--- src/rtl/pdh_pkg.sv ---
`timescale 1ns / 1ps
package pdh_pkg;

  localparam int COORD_W  = 16;
  localparam int SCALE_W  = 16;
  localparam int COUNT_W  = 32;
  localparam int INDEX_W  = 8;
  localparam int SQ_W     = 2 * COORD_W;      // one squared difference
  localparam int SUM_W    = SQ_W + 2;         // sum of three squares
  localparam int ROOT_W   = SUM_W / 2;        // floor root of the sum
  localparam int PROD_W   = ROOT_W + SCALE_W; // distance times scale
  localparam int BIN_W    = PROD_W - 16;      // bin number after >> 16

  // Highest even power of two below 2^SUM_W; the root search starts here.
  localparam logic [SUM_W-1:0] ROOT_BIT_TOP = SUM_W'(1) << (SUM_W - 2);

  localparam logic [SCALE_W-1:0] SCALE_RESET = SCALE_W'(256);

  localparam logic KIND_BIN  = 1'b0;
  localparam logic KIND_READ = 1'b1;

  typedef struct packed {
    logic               kind;
    logic [COORD_W-1:0] first_x;
    logic [COORD_W-1:0] first_y;
    logic [COORD_W-1:0] first_z;
    logic [COORD_W-1:0] second_x;
    logic [COORD_W-1:0] second_y;
    logic [COORD_W-1:0] second_z;
    logic [INDEX_W-1:0] read_bin;
  } pdh_cmd_t;

  typedef struct packed {
    logic [INDEX_W-1:0] bin_index;
    logic [COUNT_W-1:0] bin_count;
    logic [COUNT_W-1:0] pair_count;
    logic               out_of_range;
  } pdh_result_t;

endpackage

--- src/rtl/pdh_isqrt.sv ---
`timescale 1ns / 1ps
// Floor square root, two radicand bits per cycle.
module pdh_isqrt
  import pdh_pkg::*;
(
  input  logic              clk,
  input  logic              rst,
  input  logic              start,
  input  logic [SUM_W-1:0]  radicand,
  output logic              done,
  output logic [ROOT_W-1:0] root
);

  logic             running;
  logic [SUM_W-1:0] rem;
  logic [SUM_W-1:0] acc;
  logic [SUM_W-1:0] bitv;
  logic [SUM_W-1:0] trial;

  assign trial = acc + bitv;
  assign root  = acc[ROOT_W-1:0];

  always_ff @(posedge clk) begin
    if (rst) begin
      running <= 1'b0;
      done    <= 1'b0;
    end else begin
      done <= 1'b0;
      if (start) begin
        running <= 1'b1;
      end else if (running && (bitv >> 2) == '0) begin
        running <= 1'b0;
        done    <= 1'b1;
      end
    end
  end

  always_ff @(posedge clk) begin
    if (start) begin
      rem  <= radicand;
      acc  <= '0;
      bitv <= ROOT_BIT_TOP;
    end else if (running) begin
      if (rem >= trial) begin
        rem <= rem - trial;
        acc <= (acc >> 1) + bitv;
      end else begin
        acc <= acc >> 1;
      end
      bitv <= bitv >> 2;
    end
  end

endmodule

--- config.mk ---
export PLATFORM = sky130hd
export DESIGN_NAME = pdh_isqrt
export DESIGN_NICKNAME = d
export VERILOG_FILES = /design/src/rtl/pdh_pkg.sv /design/src/rtl/pdh_isqrt.sv
export SDC_FILE = /design/constraint.sdc
export NUM_CORES = 1
export LEC_CHECK = 0
export ABC_AREA = 1
export BUFFER_PORTS_ARGS = -buffer_cell sky130_fd_sc_hd__buf_2
export CAP_MARGIN = 15
export CORE_MARGIN = 2
export CORE_UTILIZATION = 45
export DETAILED_ROUTE_END_ITERATION = 10
export GPL_ROUTABILITY_DRIVEN = 0
export HOLD_SLACK_MARGIN = 0.06
export PLACE_DENSITY = 0.65
export REMOVE_ABC_BUFFERS = 1
export SLEW_MARGIN = 20
export SYNTH_ARGS = -nofsm -noshare
export SYNTH_HDL_FRONTEND = slang
export SYNTH_SLANG_ARGS = --single-unit
--- constraint.sdc ---
create_clock -name clk -period 6 [get_ports clk]
set_input_delay 0.6 -clock clk [delete_from_list [all_inputs] [get_ports clk]]
set_output_delay 0.6 -clock clk [all_outputs]
set_load 0.05 [all_outputs]
Word level (Yosys, flattened, before mapping)
Cells that the tools add are included.

Register bits: 87. Bits in latches: 0. RAM bits: 0. Bits in read-only memories: 0. Input bits: 37. Output and inout port bits: 18. Word-level logic and storage cells: 23. Memories kept: 0.

$add $sub $neg: 3. Multiply operators: 0. Divide/modulo/power cells: 0. Order comparisons: 1. Equal/unequal tests: 0. Shift operators: 0. Multiplexer cells: 7. Bitwise gates (word level): 0. Reduce and logical (&&, ||, !) cells: 7.

Operators by type and width (number): 2-to-1 mux 34 bit (4); adder 33 x 33 -> 34 bit (1); adder 34 x 33 -> 34 bit (1); greater-or-equal comparator 34 bit (1); zero test 34 bit (1); subtractor 34 bit (1); nonzero test 2 bit (3); 2-to-1 mux 1 bit (3); AND reduction 2 bit (1); OR reduction 2 bit (1); logical AND 1 bit (1).

Logic depth before layout (Yosys ltp)
Depth in word-level cells: 5. Mapped depth: 29. Gate-level depth less buffers: 28.

Least setup slack after synthesis
No wires, ideal clock.

Path type: flip-flop to flip-flop. From: register acc[0]. To: register rem[0] (enable). Library setup time: 0.472 ns. Data arrival time: 5.304 ns. Required time: 5.528 ns. Path slack: 0.224 ns. Cell stages (with the launch flop): 21. Buffers on the path: 0. Clock period less this slack: 5.776 ns. Cells stage by stage: dfxtp_1 > ha_1 > ha_1 > nand2_1 > a21oi_1 > nand2_1 > nand2_1 > a21oi_1 > o21ai_1 > a21oi_1 > xor2_1 > ha_1 > nand2_2 > nor2_2 > inv_2 > nor2_2 > and2_4 > nand2_4 > nand2_4 > inv_1 > o21ai_0.

Longest elaborated chain between the ends: 4.

Ends and longest elaborated chain: start, declared (line pdh_isqrt.sv:16) `logic [SUM_W-1:0] acc;`; start signal, assigned (line pdh_isqrt.sv:46) `acc <= (acc >> 1) + bitv;`; start signal, assigned (line pdh_isqrt.sv:48) `acc <= acc >> 1;`; adder 34 x 33 -> 34 bit (line pdh_isqrt.sv:20) `assign trial = acc + bitv;`; greater-or-equal comparator 34 bit (line pdh_isqrt.sv:44) `if (rem >= trial) begin`; nonzero test 2 bit (no line); AND reduction 2 bit (no line); end signal, assigned (line pdh_isqrt.sv:40) `rem <= radicand;`; end signal, assigned (line pdh_isqrt.sv:45) `rem <= rem - trial;`; end, declared (line pdh_isqrt.sv:15) `logic [SUM_W-1:0] rem;`.

Every way passes these cells. A chain may end at the register's enable or synchronous reset.

Worst setup path after layout
From: register bitv[0]. To: register rem[32] (enable).

Longest elaborated chain between the ends: 4.

Ends and longest elaborated chain: start, declared (line pdh_isqrt.sv:17) `logic [SUM_W-1:0] bitv;`; start signal, assigned (line pdh_isqrt.sv:50) `bitv <= bitv >> 2;`; adder 34 x 33 -> 34 bit (line pdh_isqrt.sv:20); greater-or-equal comparator 34 bit (line pdh_isqrt.sv:44); nonzero test 2 bit (no line); AND reduction 2 bit (no line).

Every way passes these cells.

==> flow_metrics.tcl <==
set metrics [dict create \
    status "complete, no violations" \
    total_power_uw 4860 \
    synthArstFlopShare_pct 0 \
    root_buffer "clkbuf_16" \
    ctsResizeCount 0 \
    vias 9854 \
    setup_tns_ns 0 \
    p_leak_uw 0.00472 \
    antenna_found_initial 0 \
    crit_path_end_kind "flop" \
    yosysMostFrequentCell "nand2_1" \
    num_rows 53 \
    final_core_util_pct 48.7 \
    worstSkewPairLatency_ns 0.36 \
    ys.flop_type "dfxtp_1" \
    slew_headroom_pct 55.9 \
    cts_buffers 9 \
    die_w_um 149 \
    hold_buffers 0 \
    core_um2 20800 \
    synth-seq-cells 87 \
    cp_max_fo 45 \
    tightestPinTransition_ns 0.660 \
    rsz0062_at_grt "no" \
    wirelength_mm 28.8 \
    yosysTopAreaCellShare_pct 18.9 \
    syn_area_um2 9470 \
    powerDensity_nw_per_um2 480 \
    gr-total-overflow 0 \
    htreeDepth 3 \
    hp-class "in -> reg" \
    criticalPathCategory "reg -> reg" \
    reg2reg_depth 22 \
    cts_setup_buffers 0 \
    drc 0 \
    track_usage_pct 26.1 \
    ios 55 \
    num_antenna_cells 0 \
    ir_drop_uv 275 \
    synth_common_cells "nand2_1 (476), inv_1 (189), nand3_1 (136), a21oi_1 (119), nor2_1 (117)" \
    crit_arrival_ns 5.16 \
    drive_gt1_share_pct 9.49 \
    synthToLayoutAreaGrowth_pct 7.07 \
    cts_tree "done" \
    fmax_mhz 194 \
    path_clk_slew_ns 0.08 \
    worstPathRequired_ns 6.00 \
    start_util_pct 45.5 \
    synth.area.top_cells "nand2_1 (19%), dfxtp_1 (11%), edfxtp_1 (11%), ha_1 (9.2%), inv_1 (7.5%)" \
    skew_ns 0.0108 \
    die_h_um 149 \
    grt_pass1_vias 9088 \
    viasPerCell 5.37 \
    period_share_pct 86.0 \
    synth_enable_flop_cells 34 \
    syn_avg_cell_area_um2 6.16 \
    final_hold_viol_count 0 \
    dr.pass1.iters 5 \
    yosysSeqAreaShare_pct 22.0 \
    drt_iter0_markers 947 \
    finish.net_count 1662 \
    dpl.hpwl_mm 22.7 \
    die-area_um2 22200 \
    min_path_cells 2 \
    setup_viol 0 \
    maxSlewViolCount 0 \
    wire_per_inst_um 15.7 \
    cts_sinks 87 \
    synthCells 1536 \
    cap_violations 0 \
    yosysTopAreaCell "nand2_1" \
    antenna_left 0 \
    grt_max_degree 64 \
    portBuffers 54 \
    cp-start-kind "flop" \
    fillers 2202 \
    synth-warning-count 0 \
    period_minus_slack_ns 5.16 \
    grt_pass1_wl_mm 45.8 \
    yosysUniqueCellTypes 49 \
    clk_path_buf_depth 2 \
]
==> cell type report <==
cell class	instances	area [µm²]	area share, %
Inverter	196	736	7.26
Clock buffer	9	225	2.22
Sequential cell	87	2080	20.5
Tap cell	275	344	3.39
Multi-Input combinational cell	1198	6310	62.2
Clock inverter	7	111	1.10
Timing Repair Buffer	62	330	3.26
==> stage by stage <==
stage	hold WS (ns)	area (µm²)	setup slack [ns]	instances
6_report	0.420	10100	0.843	1834
4_1_cts	0.421	10100	0.889	1834
2_1_floorplan	0.457	9110	-0.553	1481
3_5_place_dp	0.475	9800	0.921	1818
3_3_place_gp	0.472	9800	1.03	1818
5_1_grt	0.427	10100	0.432	1834
==> critical path, cell delays in order (launching register included) <==
cell     delay (ns)
dfxtp_1        0.36
ha_1           0.33
ha_1           0.25
nand2_1        0.09
a21oi_1        0.19
nand2_1        0.08
nand2_1        0.10
a21oi_1        0.13
o21ai_1        0.36
a21oi_1        0.14
xor2_1         0.20
ha_1           0.40
nand2_2        0.11
nor2_2         0.14
inv_2          0.05
nor2_2         0.11
and2_4         0.16
nand2_4        0.19
nand2_4        0.13
buf_4          0.39
inv_1          0.24
o21ai_4        0.16
buf_4          0.43
==> routing by layer <==
metal	GRT usage, %	vias to the layer above	wire [µm]
met5	0	-	0
met4	7.52	0	602
met3	2.75	38	1410
met2	43.5	279	13200
met1	35.7	4484	13600
li1	-	5053	-
==> cells in the final DEF, fill, tap and decap left out, types with 8 or more instances in the layout <==
| cell type | count |
|---|---|
| nand2_1 | 476 |
| dfxtp_1 | 52 |
| nor3_1 | 20 |
| nand3_1 | 136 |
| nor2_1 | 117 |
| nand4_1 | 14 |
| nand3b_1 | 16 |
| a21oi_1 | 119 |
| nor2_2 | 9 |
| o21ai_1 | 12 |
| xor2_1 | 23 |
| inv_1 | 189 |
| nand2_2 | 16 |
| clkbuf_16 | 9 |
| or2_2 | 11 |
| buf_2 | 54 |
| a21o_1 | 8 |
| ha_1 | 70 |
| edfxtp_1 | 34 |
| buf_4 | 8 |
| xnor2_1 | 18 |
| o21ai_0 | 69 |
| nand3_2 | 14 |
==> registers in the layout (all words and copies together) (netlist names) <==
signal / cells
acc: 34
rem: 34
bitv: 17
done: 1
running: 1
==> report_power, final <==
part,leakage (µW),switching (µW),internal [µW]
clock,0.000164,275,374
sequential,0.000779,197,856
combinational,0.00378,2100,1060
==> cell families (layout without fill, tap and decap cells) <==
kind of cell,Yosys count,after routing,share of synthesized area [%]
adder cells (fa/ha/maj),71,71,9.46
AND/OR/NAND/NOR,850,850,39.9
flip-flops,87,87,22.0
AO/OA/AOI/OAI,236,236,13.4
XOR/XNOR,41,41,3.79
buffers and inverters,251,274,11.5
==> final timing paths <==
check	end	startpoint	slack [ns]
worst max-delay path	rem[32]$_DFFE_PP_	bitv[0]$_SDFFE_PP0P_	0.84
worst min-delay path	running$_SDFFE_PP0P_	rst	0.42
worst max register to register	rem[32]$_DFFE_PP_	bitv[0]$_SDFFE_PP0P_	0.84
worst min register to register	acc[0]$_SDFFE_PP0P_	acc[0]$_SDFFE_PP0P_	0.48
(Power assumes the default switching activity.)
